<file path="src/sv/arp_pkg.sv">
// Package for the ARP responder and gateway learner: job and result types,
// frame constants and the reply byte selector. No dependencies.
`default_nettype none

package arp_pkg;

  localparam int unsigned ARP_LEN   = 28;
  localparam int unsigned FRAME_LEN = 42;

  localparam logic [4:0] POS_LAST_FILL = 5'(ARP_LEN - 1);
  localparam logic [4:0] POS_SAT       = 5'(ARP_LEN);
  localparam logic [5:0] IDX_LAST      = 6'(FRAME_LEN - 1);

  localparam logic [15:0] OPC_REQUEST = 16'h0001;
  localparam logic [15:0] OPC_REPLY   = 16'h0002;

  localparam logic [1:0] REG_OWN_MAC    = 2'd0;
  localparam logic [1:0] REG_OWN_IP     = 2'd1;
  localparam logic [1:0] REG_GATEWAY_IP = 2'd2;
  localparam logic [1:0] REG_LEARN_EN   = 2'd3;

  localparam logic [31:0] GATEWAY_IP_RST = 32'hC0A8_0101;

  localparam logic KIND_FRAME = 1'b0;
  localparam logic KIND_LEARN = 1'b1;

  typedef struct packed {
    logic        valid;
    logic        kind;
    logic [47:0] mac;
    logic [31:0] ip;
  } arp_job_t;

  typedef struct packed {
    logic        kind;
    logic [7:0]  frame_byte;
    logic        frame_last;
    logic [47:0] learned_mac;
    logic [31:0] learned_ip;
  } arp_item_t;

  function automatic logic [7:0] mac_b(input logic [47:0] mac, input logic [2:0] k);
    logic [5:0] sh;
    sh = 6'(8 * (5 - int'(k)));
    return mac[sh +: 8];
  endfunction

  function automatic logic [7:0] ip_b(input logic [31:0] ip, input logic [1:0] k);
    logic [4:0] sh;
    sh = 5'(8 * (3 - int'(k)));
    return ip[sh +: 8];
  endfunction

  // Byte idx of the 42-byte Ethernet + ARP reply
  function automatic logic [7:0] reply_byte(input logic [5:0] idx, input logic [47:0] dmac,
                                            input logic [47:0] smac, input logic [31:0] sip,
                                            input logic [31:0] dip);
    logic [5:0] d;
    logic [7:0] b;
    b = 8'h00;
    d = 6'd0;
    if (idx < 6'd6) begin
      b = mac_b(dmac, idx[2:0]);
    end else if (idx < 6'd12) begin
      d = idx - 6'd6;
      b = mac_b(smac, d[2:0]);
    end else if (idx < 6'd22) begin
      case (idx)
        6'd12: b = 8'h08;
        6'd13: b = 8'h06;
        6'd14: b = 8'h00;
        6'd15: b = 8'h01;
        6'd16: b = 8'h08;
        6'd17: b = 8'h00;
        6'd18: b = 8'h06;
        6'd19: b = 8'h04;
        6'd20: b = 8'h00;
        6'd21: b = 8'h02;
        default: b = 8'h00;
      endcase
    end else if (idx < 6'd28) begin
      d = idx - 6'd22;
      b = mac_b(smac, d[2:0]);
    end else if (idx < 6'd32) begin
      d = idx - 6'd28;
      b = ip_b(sip, d[1:0]);
    end else if (idx < 6'd38) begin
      d = idx - 6'd32;
      b = mac_b(dmac, d[2:0]);
    end else begin
      d = idx - 6'd38;
      b = ip_b(dip, d[1:0]);
    end
    return b;
  endfunction

endpackage

`default_nettype wire

</file>
<file path="src/sv/arp_if.sv">
// Valid/ready channel interfaces: received payload, results, register writes.
// No dependencies.
`default_nettype none

interface arp_in_if;
  logic       valid;
  logic       ready;
  logic [7:0] rx_byte;
  logic       rx_last;
  modport source (output valid, output rx_byte, output rx_last, input ready);
  modport sink   (input valid, input rx_byte, input rx_last, output ready);
endinterface

interface arp_out_if;
  logic        valid;
  logic        ready;
  logic        kind;
  logic [7:0]  frame_byte;
  logic        frame_last;
  logic [47:0] learned_mac;
  logic [31:0] learned_ip;
  modport source (output valid, output kind, output frame_byte, output frame_last,
                  output learned_mac, output learned_ip, input ready);
  modport sink   (input valid, input kind, input frame_byte, input frame_last,
                  input learned_mac, input learned_ip, output ready);
endinterface

interface arp_cfg_if;
  logic        valid;
  logic        ready;
  logic [1:0]  index;
  logic [47:0] data;
  modport source (output valid, output index, output data, input ready);
  modport sink   (input valid, input index, input data, output ready);
endinterface

`default_nettype wire

</file>
<file path="src/sv/arp_rx_parse.sv">
// Payload parser: byte position, opcode / sender capture and job decision.
// Depends on arp_pkg.
`default_nettype none

module arp_rx_parse import arp_pkg::*; (
  input  wire logic        clk,
  input  wire logic        rst_n,
  input  wire logic        in_valid,
  output logic             in_ready,
  input  wire logic [7:0]  rx_byte,
  input  wire logic        rx_last,
  input  wire logic        gen_busy,
  input  wire logic [31:0] gateway_ip,
  input  wire logic        learn_en,
  output arp_job_t         job
);

  logic [4:0]  pos_r, pos_nxt;
  logic [15:0] opc_r, opc_nxt;
  logic [47:0] mac_r, mac_nxt;
  logic [31:0] ip_r, ip_nxt;
  logic        complete, accept;

  // a final byte may start a job, so hold it off while a job is still running
  assign complete = pos_r >= POS_LAST_FILL;
  assign in_ready = !gen_busy || !complete;
  assign accept   = in_valid && in_ready;

  always_comb begin
    opc_nxt = opc_r;
    mac_nxt = mac_r;
    ip_nxt  = ip_r;
    pos_nxt = pos_r;
    job     = '0;
    if (accept) begin
      if (pos_r == 5'd6 || pos_r == 5'd7) begin
        opc_nxt = {opc_r[7:0], rx_byte};
      end else if (pos_r >= 5'd8 && pos_r < 5'd14) begin
        mac_nxt = {mac_r[39:0], rx_byte};
      end else if (pos_r >= 5'd14 && pos_r < 5'd18) begin
        ip_nxt = {ip_r[23:0], rx_byte};
      end
      pos_nxt = complete ? POS_SAT : pos_r + 5'd1;
      if (rx_last) begin
        pos_nxt = 5'd0;
        if (complete) begin
          job.mac = mac_r;
          job.ip  = ip_r;
          if (opc_r == OPC_REQUEST) begin
            job.valid = 1'b1;
            job.kind  = KIND_FRAME;
          end else if (opc_r == OPC_REPLY && ip_r == gateway_ip && learn_en) begin
            job.valid = 1'b1;
            job.kind  = KIND_LEARN;
          end
        end
      end
    end
  end

  always_ff @(posedge clk) begin
    if (!rst_n) begin
      pos_r <= 5'd0;
      opc_r <= '0;
      mac_r <= '0;
      ip_r  <= '0;
    end else begin
      pos_r <= pos_nxt;
      opc_r <= opc_nxt;
      mac_r <= mac_nxt;
      ip_r  <= ip_nxt;
    end
  end

endmodule

`default_nettype wire

</file>
<file path="src/sv/arp_tx_gen.sv">
// Result sequencer: holds one job, steps through the reply bytes or the
// learned event, and drives the result register. Depends on arp_pkg.
`default_nettype none

module arp_tx_gen import arp_pkg::*; (
  input  wire logic        clk,
  input  wire logic        rst_n,
  input  wire arp_job_t    job,
  output logic             busy,
  input  wire logic [47:0] own_mac,
  input  wire logic [31:0] own_ip,
  output logic             out_valid,
  input  wire logic        out_ready,
  output arp_item_t        out_item
);

  logic        act_r, act_nxt;
  logic        kind_r;
  logic [47:0] mac_r;
  logic [31:0] ip_r;
  logic [5:0]  idx_r, idx_nxt;
  logic        ov_r, ov_nxt;
  arp_item_t   item_r, item_nxt;
  logic        step, done;

  assign busy      = act_r;
  assign out_valid = ov_r;
  assign out_item  = item_r;

  assign step = act_r && (!ov_r || out_ready);
  assign done = (kind_r == KIND_LEARN) || (idx_r == IDX_LAST);

  always_comb begin
    act_nxt  = act_r;
    idx_nxt  = idx_r;
    item_nxt = item_r;
    ov_nxt   = ov_r && !out_ready;
    if (step) begin
      ov_nxt = 1'b1;
      idx_nxt = idx_r + 6'd1;
      if (done) begin
        act_nxt = 1'b0;
      end
      if (kind_r == KIND_LEARN) begin
        item_nxt.kind        = KIND_LEARN;
        item_nxt.frame_byte  = 8'h00;
        item_nxt.frame_last  = 1'b1;
        item_nxt.learned_mac = mac_r;
        item_nxt.learned_ip  = ip_r;
      end else begin
        item_nxt.kind        = KIND_FRAME;
        item_nxt.frame_byte  = reply_byte(idx_r, mac_r, own_mac, own_ip, ip_r);
        item_nxt.frame_last  = idx_r == IDX_LAST;
        item_nxt.learned_mac = '0;
        item_nxt.learned_ip  = '0;
      end
    end
    if (job.valid) begin
      act_nxt = 1'b1;
      idx_nxt = 6'd0;
    end
  end

  always_ff @(posedge clk) begin
    if (!rst_n) begin
      act_r <= 1'b0;
      ov_r  <= 1'b0;
      idx_r <= 6'd0;
    end else begin
      act_r <= act_nxt;
      ov_r  <= ov_nxt;
      idx_r <= idx_nxt;
    end
  end

  always_ff @(posedge clk) begin
    item_r <= item_nxt;
    if (job.valid) begin
      kind_r <= job.kind;
      mac_r  <= job.mac;
      ip_r   <= job.ip;
    end
  end

endmodule

`default_nettype wire

</file>
<file path="src/sv/arp_responder_and_gateway_learner.sv">
// Top level: configuration registers, payload parser and result sequencer.
// Depends on arp_pkg, arp_if.sv, arp_rx_parse and arp_tx_gen.
//
//   channel  dir  carries
//   in_ch    in   rx_byte, rx_last          one payload byte per request
//   out_ch   out  kind, frame_byte, ...     reply frame byte or learned event
//   cfg_ch   in   index, data               register write, always ready
//
// One payload byte is taken per cycle, but packet bytes from the 28th on wait
// while an earlier job is still being sent. A request yields 42 result items,
// one per cycle as out_ch drains, from the sequencer behind a single result
// register. Reset is synchronous, active low, and restores register defaults.
`default_nettype none

module arp_responder_and_gateway_learner import arp_pkg::*; (
  input  wire logic  clk,
  input  wire logic  rst_n,
  arp_in_if.sink     in_ch,
  arp_out_if.source  out_ch,
  arp_cfg_if.sink    cfg_ch
);

  logic [47:0] own_mac_r;
  logic [31:0] own_ip_r;
  logic [31:0] gw_ip_r;
  logic        learn_en_r;
  arp_job_t    job;
  arp_item_t   item;
  logic        busy;

  assign cfg_ch.ready = 1'b1;

  always_ff @(posedge clk) begin
    if (!rst_n) begin
      own_mac_r  <= '0;
      own_ip_r   <= '0;
      gw_ip_r    <= GATEWAY_IP_RST;
      learn_en_r <= 1'b0;
    end else if (cfg_ch.valid) begin
      case (cfg_ch.index)
        REG_OWN_MAC:    own_mac_r  <= cfg_ch.data;
        REG_OWN_IP:     own_ip_r   <= cfg_ch.data[31:0];
        REG_GATEWAY_IP: gw_ip_r    <= cfg_ch.data[31:0];
        REG_LEARN_EN:   learn_en_r <= cfg_ch.data[0];
        default: ;
      endcase
    end
  end

  arp_rx_parse u_parse (
    .clk        (clk),
    .rst_n      (rst_n),
    .in_valid   (in_ch.valid),
    .in_ready   (in_ch.ready),
    .rx_byte    (in_ch.rx_byte),
    .rx_last    (in_ch.rx_last),
    .gen_busy   (busy),
    .gateway_ip (gw_ip_r),
    .learn_en   (learn_en_r),
    .job        (job)
  );

  arp_tx_gen u_gen (
    .clk       (clk),
    .rst_n     (rst_n),
    .job       (job),
    .busy      (busy),
    .own_mac   (own_mac_r),
    .own_ip    (own_ip_r),
    .out_valid (out_ch.valid),
    .out_ready (out_ch.ready),
    .out_item  (item)
  );

  assign out_ch.kind        = item.kind;
  assign out_ch.frame_byte  = item.frame_byte;
  assign out_ch.frame_last  = item.frame_last;
  assign out_ch.learned_mac = item.learned_mac;
  assign out_ch.learned_ip  = item.learned_ip;

endmodule

`default_nettype wire
</file>
<file path="src/flat_wrapper.sv">
// flat-port wrapper written by rule: the top's interface ports become plain ports
module arp_responder_and_gateway_learner_flat import arp_pkg::*;
  (clk, rst_n, in_ch_valid, in_ch_rx_byte, in_ch_rx_last, in_ch_ready, out_ch_valid, out_ch_kind, out_ch_frame_byte, out_ch_frame_last, out_ch_learned_mac, out_ch_learned_ip, out_ch_ready, cfg_ch_valid, cfg_ch_index, cfg_ch_data, cfg_ch_ready);
  arp_in_if in_ch_i ();
  arp_out_if out_ch_i ();
  arp_cfg_if cfg_ch_i ();
  input  wire logic clk;
  input  wire logic rst_n;
  input wire logic [$bits(in_ch_i.valid)-1:0] in_ch_valid;
  input wire logic [$bits(in_ch_i.rx_byte)-1:0] in_ch_rx_byte;
  input wire logic [$bits(in_ch_i.rx_last)-1:0] in_ch_rx_last;
  output wire logic [$bits(in_ch_i.ready)-1:0] in_ch_ready;
  output wire logic [$bits(out_ch_i.valid)-1:0] out_ch_valid;
  output wire logic [$bits(out_ch_i.kind)-1:0] out_ch_kind;
  output wire logic [$bits(out_ch_i.frame_byte)-1:0] out_ch_frame_byte;
  output wire logic [$bits(out_ch_i.frame_last)-1:0] out_ch_frame_last;
  output wire logic [$bits(out_ch_i.learned_mac)-1:0] out_ch_learned_mac;
  output wire logic [$bits(out_ch_i.learned_ip)-1:0] out_ch_learned_ip;
  input wire logic [$bits(out_ch_i.ready)-1:0] out_ch_ready;
  input wire logic [$bits(cfg_ch_i.valid)-1:0] cfg_ch_valid;
  input wire logic [$bits(cfg_ch_i.index)-1:0] cfg_ch_index;
  input wire logic [$bits(cfg_ch_i.data)-1:0] cfg_ch_data;
  output wire logic [$bits(cfg_ch_i.ready)-1:0] cfg_ch_ready;
  assign in_ch_i.valid = in_ch_valid;
  assign in_ch_i.rx_byte = in_ch_rx_byte;
  assign in_ch_i.rx_last = in_ch_rx_last;
  assign in_ch_ready = in_ch_i.ready;
  assign out_ch_valid = out_ch_i.valid;
  assign out_ch_kind = out_ch_i.kind;
  assign out_ch_frame_byte = out_ch_i.frame_byte;
  assign out_ch_frame_last = out_ch_i.frame_last;
  assign out_ch_learned_mac = out_ch_i.learned_mac;
  assign out_ch_learned_ip = out_ch_i.learned_ip;
  assign out_ch_i.ready = out_ch_ready;
  assign cfg_ch_i.valid = cfg_ch_valid;
  assign cfg_ch_i.index = cfg_ch_index;
  assign cfg_ch_i.data = cfg_ch_data;
  assign cfg_ch_ready = cfg_ch_i.ready;
  arp_responder_and_gateway_learner u_core (.clk(clk), .rst_n(rst_n), .in_ch(in_ch_i), .out_ch(out_ch_i), .cfg_ch(cfg_ch_i));
endmodule
</file>
<file path="config.mk">
export PLATFORM = sky130hd
export DESIGN_NAME = arp_responder_and_gateway_learner_flat
export DESIGN_NICKNAME = d
export VERILOG_FILES = /design/src/sv/arp_pkg.sv /design/src/sv/arp_if.sv /design/src/sv/arp_rx_parse.sv /design/src/sv/arp_tx_gen.sv /design/src/sv/arp_responder_and_gateway_learner.sv /design/src/flat_wrapper.sv
export SDC_FILE = /design/constraint.sdc
export NUM_CORES = 1
export LEC_CHECK = 0
export BUFFER_PORTS_ARGS = -buffer_cell sky130_fd_sc_hd__buf_2
export CAP_MARGIN = 15
export CORE_UTILIZATION = 54
export CTS_CLUSTER_DIAMETER = 80
export DETAILED_ROUTE_END_ITERATION = 7
export PLACE_DENSITY = 0.84
export SLEW_MARGIN = 20
export SYNTH_ARGS = -nofsm -noshare
export SYNTH_HDL_FRONTEND = slang
export SYNTH_SLANG_ARGS = --single-unit
</file>
<file path="constraint.sdc">
create_clock -name clk -period 6.05 [get_ports clk]
set_clock_uncertainty 0.1 [all_clocks]
set_input_delay 0.9075 -clock clk [delete_from_list [all_inputs] [get_ports clk]]
set_output_delay 0.9075 -clock clk [all_outputs]
set_load 0.05 [all_outputs]
</file>
==> results of run 1 <==
==> sequential cells by signal, indices dropped and copies added (netlist names), named ones only <==
signal	cells
u_core.u_gen.out_item	90
u_core.own_mac_r	48
u_core.u_gen.mac_r	48
u_core.u_parse.mac_r	48
u_core.gw_ip_r	32
u_core.own_ip_r	32
u_core.u_gen.ip_r	32
u_core.u_parse.ip_r	32
u_core.u_parse.opc_r	16
u_core.u_gen.idx_r	6
u_core.u_parse.pos_r	5
u_core.learn_en_r	1
u_core.u_gen.busy	1
u_core.u_gen.kind_r	1
u_core.u_gen.out_valid	1
==> Yosys cell counts, drive strengths merged, types with 2 or more instances <==
master and instances:
nand2 360, dfxtp 226, edfxtp 171, and2 161, a21boi 156, mux2i 66, clkbuf 64, nor2b 53
buf 39, xnor2 37, mux4 32, nor2 31, a21oi 20, o21ai 13, nand3 11, nand4 11
nor4 11, inv 8, a31oi 7, nor3 7, o311ai 6, ha 5, nor3b 4, o21a 4
and3 3, nand2b 3, o211ai 3, o221ai 3, o31ai 3, a21o 2, a221oi 2, a22o 2
and2b 2, mux2 2, o221a 2, or2 2, or3 2, xor2 2
==> worst min-delay path, delay by kind of cell, from the launching register on <==
kind	cells	cell delay (ns)
AO/OA/AOI/OAI	1	0.05
AND/OR/NAND/NOR	1	0.05
flip-flops	1	0.30
==> stage by stage <==
| stage | utilization | hold WS [ns] | total power [W] |
|---|---|---|---|
| detailed placement | 0.580 | 0.341 | 0.00302 |
| finish | 0.624 | 0.347 | 0.00543 |
| global route | 0.624 | 0.371 | 0.00557 |
| floorplan | - | 0.330 | 0.00296 |
| CTS | 0.624 | 0.349 | 0.00545 |
| global placement | 0.580 | 0.336 | 0.00302 |
==> layout make-up <==
cell class / count / share of cell area
inverters: 8 / 0.00163
clock buffers: 65 / 0.0624
clock inverters: 11 / 0.00685
multi-input cells: 1043 / 0.355
repair buffers: 166 / 0.0451
flip-flops and latches: 397 / 0.504
well taps: 396 / 0.0258
==> power by group through the flow <==
stage,logic [W],clock network [W],registers [W]
after floorplan,0.0000942,0,0.00287
after global placement,0.000147,0,0.00287
after detailed placement,0.000152,0,0.00287
after CTS,0.000153,0.00249,0.00281
after global routing,0.000168,0.00258,0.00281
final,0.000155,0.00246,0.00281
==> final timing paths <==
path / from / to / depth (start not counted)
setup / recovery: u_core.u_parse.pos_r[1] / u_core.u_gen.mac_r[46] / 6
hold / removal: u_core.u_parse.mac_r[40] / u_core.u_parse.mac_r[40] / 2
setup reg to reg: u_core.u_parse.pos_r[1] / u_core.u_gen.mac_r[46] / 6
hold reg to reg: u_core.u_parse.mac_r[40] / u_core.u_parse.mac_r[40] / 2
==> routing by layer <==
| metal | vias to the layer above | routed length, um | track usage |
|---|---|---|---|
| met4 | 2 | 1280 | 0.0934 |
| met2 | 478 | 18500 | 0.399 |
| met5 | - | 17 | 0 |
| met3 | 92 | 2920 | 0.0407 |
| met1 | 5777 | 16600 | 0.323 |
| li1 | 5547 | - | - |
==> logic make-up (layout without fill, tap and decap cells) <==
group	after synthesis	after routing	share of synthesized area
adders and majority gates	5	5	0.00368
and+or+nand+nor	668	668	0.191
xor gates and xnor gates	39	39	0.0201
buffers and inverters	111	250	0.0334
AOI/OAI and AO/OA	230	230	0.100
other	1	1	0.000220
muxes	100	100	0.0839
DFF	397	397	0.568
==> metrics, run 1 <==
outcome=finished, violations left; failing checks=design-rule violations; internal power=approximately 0.0043 W; first-pass GRT wire length=roughly 63000 um; port bufs=155; Ports=between 150 and 200; slew margin rel.=0.286; Syn Inst Count=approximately 1600; Mapped Nets=between 1500 and 2000; min cycle time layout=3.47 ns; Slew Limit Fails=0; Mapped Area=about 17000 um^2; clk_lat worst skew=roughly 0.54 ns; root buf cell=clkbuf_16; Area contributors post-synth=edfxtp_1 (30%), dfxtp_1 (27%), nand2_1 (7.9%); GP Congestion=roughly 0.93; gr ovfl total=0; CTS Sinks=a little under 400; Yosys top cell area share=0.302; DRC Markers=24; CP max stage cell=buf_4; DP Worst Slack=2.58 ns; CP Data Required Time=just over 6 ns; antenna viol nets, final=0; Site Rows=between 60 and 70; slew of the pin with the lowest slew margin=around 1.1 ns; endpoints failing hold=0; via count=about 12000; unrepaired setup endpoints after global routing=no; vias in the first global route=about 12000; flops & latches, synth=a little under 400; Setup WS post-layout=approximately 2.6 ns; core area=approximately 31000 um^2; Cell Area, Placed=about 18000 um^2; Final Setup Violations=0; switching fraction of total power=0.206; Reg clk slew, reported paths=roughly 0.060 ns; 1st-iter DRT viols=roughly 1100; die height=roughly 180 um; cts bufs inserted=just over 40; Inst Count DP=approximately 2000; area leader, netlist=edfxtp_1; leak pwr=between 5 and 6 nW; Sequential Power Share=0.518; H-tree Lvls=2; maximum clock frequency=~290 MHz; HP Class=reg2reg; CP peak stage delay=about 0.78 ns; Worst Path Buf+Inv=1; Syn Area/Cell=around 11 um^2; Die X=179 um; DP Wirelength=26500 um; fin cells=approximately 2100; commonest cells after routing, fill and taps aside=nand2_1 (358), dfxtp_1 (224), edfxtp_1 (171), and2_1 (161), buf_2 (154); Peak VDD IR=186 uV; crit path DAT=around 3.5 ns; Tcrit/Tclk final=0.573; critical path class=reg2reg; post-CTS sizing=0; Synth Flop Type=dfxtp_1; PwrDens=~280 nW/um^2; Total GRT Usage=0.243; Starting Density=0.553; Post-synth EDFFs=171; Max-Cap Viols=0; drt via density=between 5 and 6; Crit. End Element=register; drt pass-1 iters=8; initial antenna violation count=2; CTS tree=built; Post-CTS Setup Inserts=0; Yosys warning total=0; crit start category=register; Post-Route Setup TNS=0 ns; Post-synth ARST share=0; Distinct cells, synth=between 70 and 80; share of cells above drive strength 1=0.163; register area=roughly 9700 um^2; Bufs on Longest Clock Path=3; Clock Power Share=0.453; Layout area overhead=12.8%; DIE AREA=around 32000 um^2; Hold Buf Count CTS=0; DRT Wirelength=39300 um; most common cell after layout, fill and taps aside=nand2_1; Fill cells=~2300; largest net degree at the start of global routing=88; CP top delay family=simple AND/OR/NAND/NOR gates; Comb power frac=0.029; fin area=around 19000 um^2; crit-path max FO=between 80 and 90; area of the multi-input gates=a little under 7000 um^2; critical path cell sequence=ha_1, a211oi_4, nor2_2, and4_4, a21boi_4, buf_4; P_sw=0.00112 W; n_diodes=0; WL/cell=between 15 and 20 um; final net count=around 1700; reg-to-reg slack, setup=2.58 ns; Seq/Total Area, Yosys=0.568
Power figures use the tool's default switching activity.
==> inputs of run 2 (changes only) <==
--- a/config.mk
+++ b/config.mk
@@ -7,10 +7,10 @@
 export LEC_CHECK = 0
 export BUFFER_PORTS_ARGS = -buffer_cell sky130_fd_sc_hd__buf_2
 export CAP_MARGIN = 15
-export CORE_UTILIZATION = 54
+export CORE_UTILIZATION = 59
 export CTS_CLUSTER_DIAMETER = 80
 export DETAILED_ROUTE_END_ITERATION = 7
-export PLACE_DENSITY = 0.84
+export PLACE_DENSITY = 0.87
 export SLEW_MARGIN = 20
 export SYNTH_ARGS = -nofsm -noshare
 export SYNTH_HDL_FRONTEND = slang
==> constraint.sdc (replaced) <==
create_clock -name clk -period 3.6 [get_ports clk]
set_clock_uncertainty 0.1 [all_clocks]
set_input_delay 0.54 -clock clk [delete_from_list [all_inputs] [get_ports clk]]
set_output_delay 0.54 -clock clk [all_outputs]
set_load 0.05 [all_outputs]
==> metrics, run 2 (synthesis gave the netlist of run 1 again) <==
largest net degree at the start of global routing=107 (+22%); Starting Density=0.606 (+0.0524); Post-Route Setup TNS=0 ns (unchanged); clk_lat worst skew=0.54 ns (about the same); Total GRT Usage=0.278 (+0.0349); first-pass GRT wire length=62400 um (-0.51%); Layout area overhead=12.9% (about the same); DRC Markers=0 (-100%); PwrDens=473 nW/um^2 (+67%); HP Class=in2reg; R2R cell count=7 (+1); Hold Path End=u_core.own_mac_r[45]; drt via density=5.75 (+0.80%); critical path class=reg2reg; leak pwr=5.82 nW (about the same); min-delay src=cfg_ch_data[45]; endpoints failing hold=0 (unchanged); unrepaired setup endpoints after global routing=no; vias in the first global route=11700 (+0.42%); Ports=157 (unchanged); Site Rows=61 (-4.7%); reg-to-reg slack, setup=0.85 ns (-1.73 ns); port bufs=155 (unchanged); most common cell after layout, fill and taps aside=nand2_1; DRT Wirelength=40100 um (+2.0%); Hold Path Depth=3 (+1); Reg clk slew, reported paths=0.06 ns (about the same); Worst R2R Start=u_core.u_parse.pos_r[1]; slew of the pin with the lowest slew margin=1.04 ns (-0.0328 ns); antenna viol nets, final=0 (unchanged); slew margin rel.=0.308 (+0.0219); 1st-iter DRT viols=1231 (+14%); crit path DAT=3.08 ns (-0.45 ns); Fill cells=1987 (-13%); min cycle time layout=2.75 ns (-0.723 ns); CP Data Required Time=3.93 ns (-2.18 ns); GP Congestion=0.944 (+1.8%); H-tree Lvls=2 (unchanged); root buf cell=clkbuf_16; Hold Buf Count CTS=0 (unchanged); final net count=1728 (+0.12%); post-CTS sizing=0 (unchanged); Final Setup Violations=0 (unchanged); n_diodes=0 (unchanged); Tcrit/Tclk final=0.763 (+0.189); Die X=172 um (-4.3%); crit start category=register; R2R Path End=u_core.u_parse.mac_r[0]; Slew Limit Fails=0 (unchanged); core area=28100 um^2 (-8.7%); initial antenna violation count=0 (-2); commonest cells after routing, fill and taps aside=nand2_1 (358), dfxtp_1 (224), edfxtp_1 (171), and2_1 (161), buf_2 (154); Crit. End Element=register; Peak VDD IR=314 uV (+69%); DP Wirelength=26900 um (+1.7%); WL/cell=19.4 um (+2.9%); outcome=finished, final reports clean; DIE AREA=29500 um^2 (-8.4%); Bufs on Longest Clock Path=3 (unchanged); gr ovfl total=0 (unchanged); hold slack=0.157 ns (-0.190 ns); via count=11900 (-0.017%); Post-CTS Setup Inserts=0 (unchanged); CTS Sinks=397 (unchanged); max FFs per register=90 (unchanged); CTS tree=built; drt pass-1 iters=7 (-1); share of cells above drive strength 1=0.166 (+0.00227); maximum clock frequency=364 MHz (+26%); Max-Cap Viols=0 (unchanged); cts bufs inserted=40 (-2.4%); crit-path max FO=48 (-43%); die height=172 um (-4.3%)
## run 2: cell types whose count changed in the layout (fill, tap and decap cells not counted), moves of 3 or more
| cell | before | now |
|---|---|---|
| buf_12 | 0 | 3 |
| clkbuf_1 | 17 | 13 |
| clkbuf_8 | 6 | 3 |
| clkinvlp_4 | 0 | 4 |
## run 2: worst max path at each step
stage                                end                    start  cells past startpoint  slack (ns)
4_1_cts          u_core.u_parse.mac_r[0]  u_core.u_parse.pos_r[1]                      7        0.81
2_1_floorplan       u_core.u_gen.ip_r[0]  u_core.u_parse.pos_r[1]                      6        0.28
6_report         u_core.u_parse.mac_r[0]  u_core.u_parse.pos_r[1]                      7        0.85
3_5_place_dp     u_core.u_parse.mac_r[0]  u_core.u_parse.pos_r[1]                      7        0.88
3_3_place_gp   u_core.u_gen.out_item[88]    u_core.u_gen.idx_r[0]                      4        0.94
5_1_grt          u_core.u_parse.mac_r[0]  u_core.u_parse.pos_r[1]                      7        0.63
## run 2: worst max-delay path, cell delays in order, from the launching register on
cell and delay, ns:
dfxtp_1 0.50, ha_1 0.35, a211oi_4 0.07, o31ai_4 0.59
or2_1 0.19, buf_4 0.44, nand2_1 0.13, a21boi_0 0.27
## run 2: layer usage
layer,track usage,part of all wire,vias up
met3,0.0557,0.077,117
met4,0.120,0.039,0
met2,0.460,0.48,495
li1,-,-,5547
met1,0.354,0.40,5735
met5,0,0,-
## run 2: report_power, final
group / switching [W] / internal, W
clock network: 0.00171 / 0.00237
registers: 0.0000289 / 0.00470
logic: 0.000157 / 0.000108
total: 0.00190 / 0.00718
## run 2: area by class of cell
class                   count  area [um^2]  area share
repair buffers            169          921      0.0479
clock buffers              58         1140      0.0594
inverters                   8         33.8     0.00176
multi-input cells        1043         6800       0.354
well taps                 378          473      0.0246
clock inverters            16          175     0.00912
flip-flops and latches    397         9660       0.503
## run 2: per-stage QoR
step	cells	setup WS, ns	util	instance area [um^2]	power [W]
floorplan	1551	0.276	-	17000	0.00497
global placement	1995	0.944	0.637	17900	0.00507
detailed placement	1995	0.876	0.637	17900	0.00508
CTS	2069	0.810	0.684	19200	0.00911
global route	2069	0.630	0.684	19200	0.00931
finish	2069	0.855	0.684	19200	0.00908
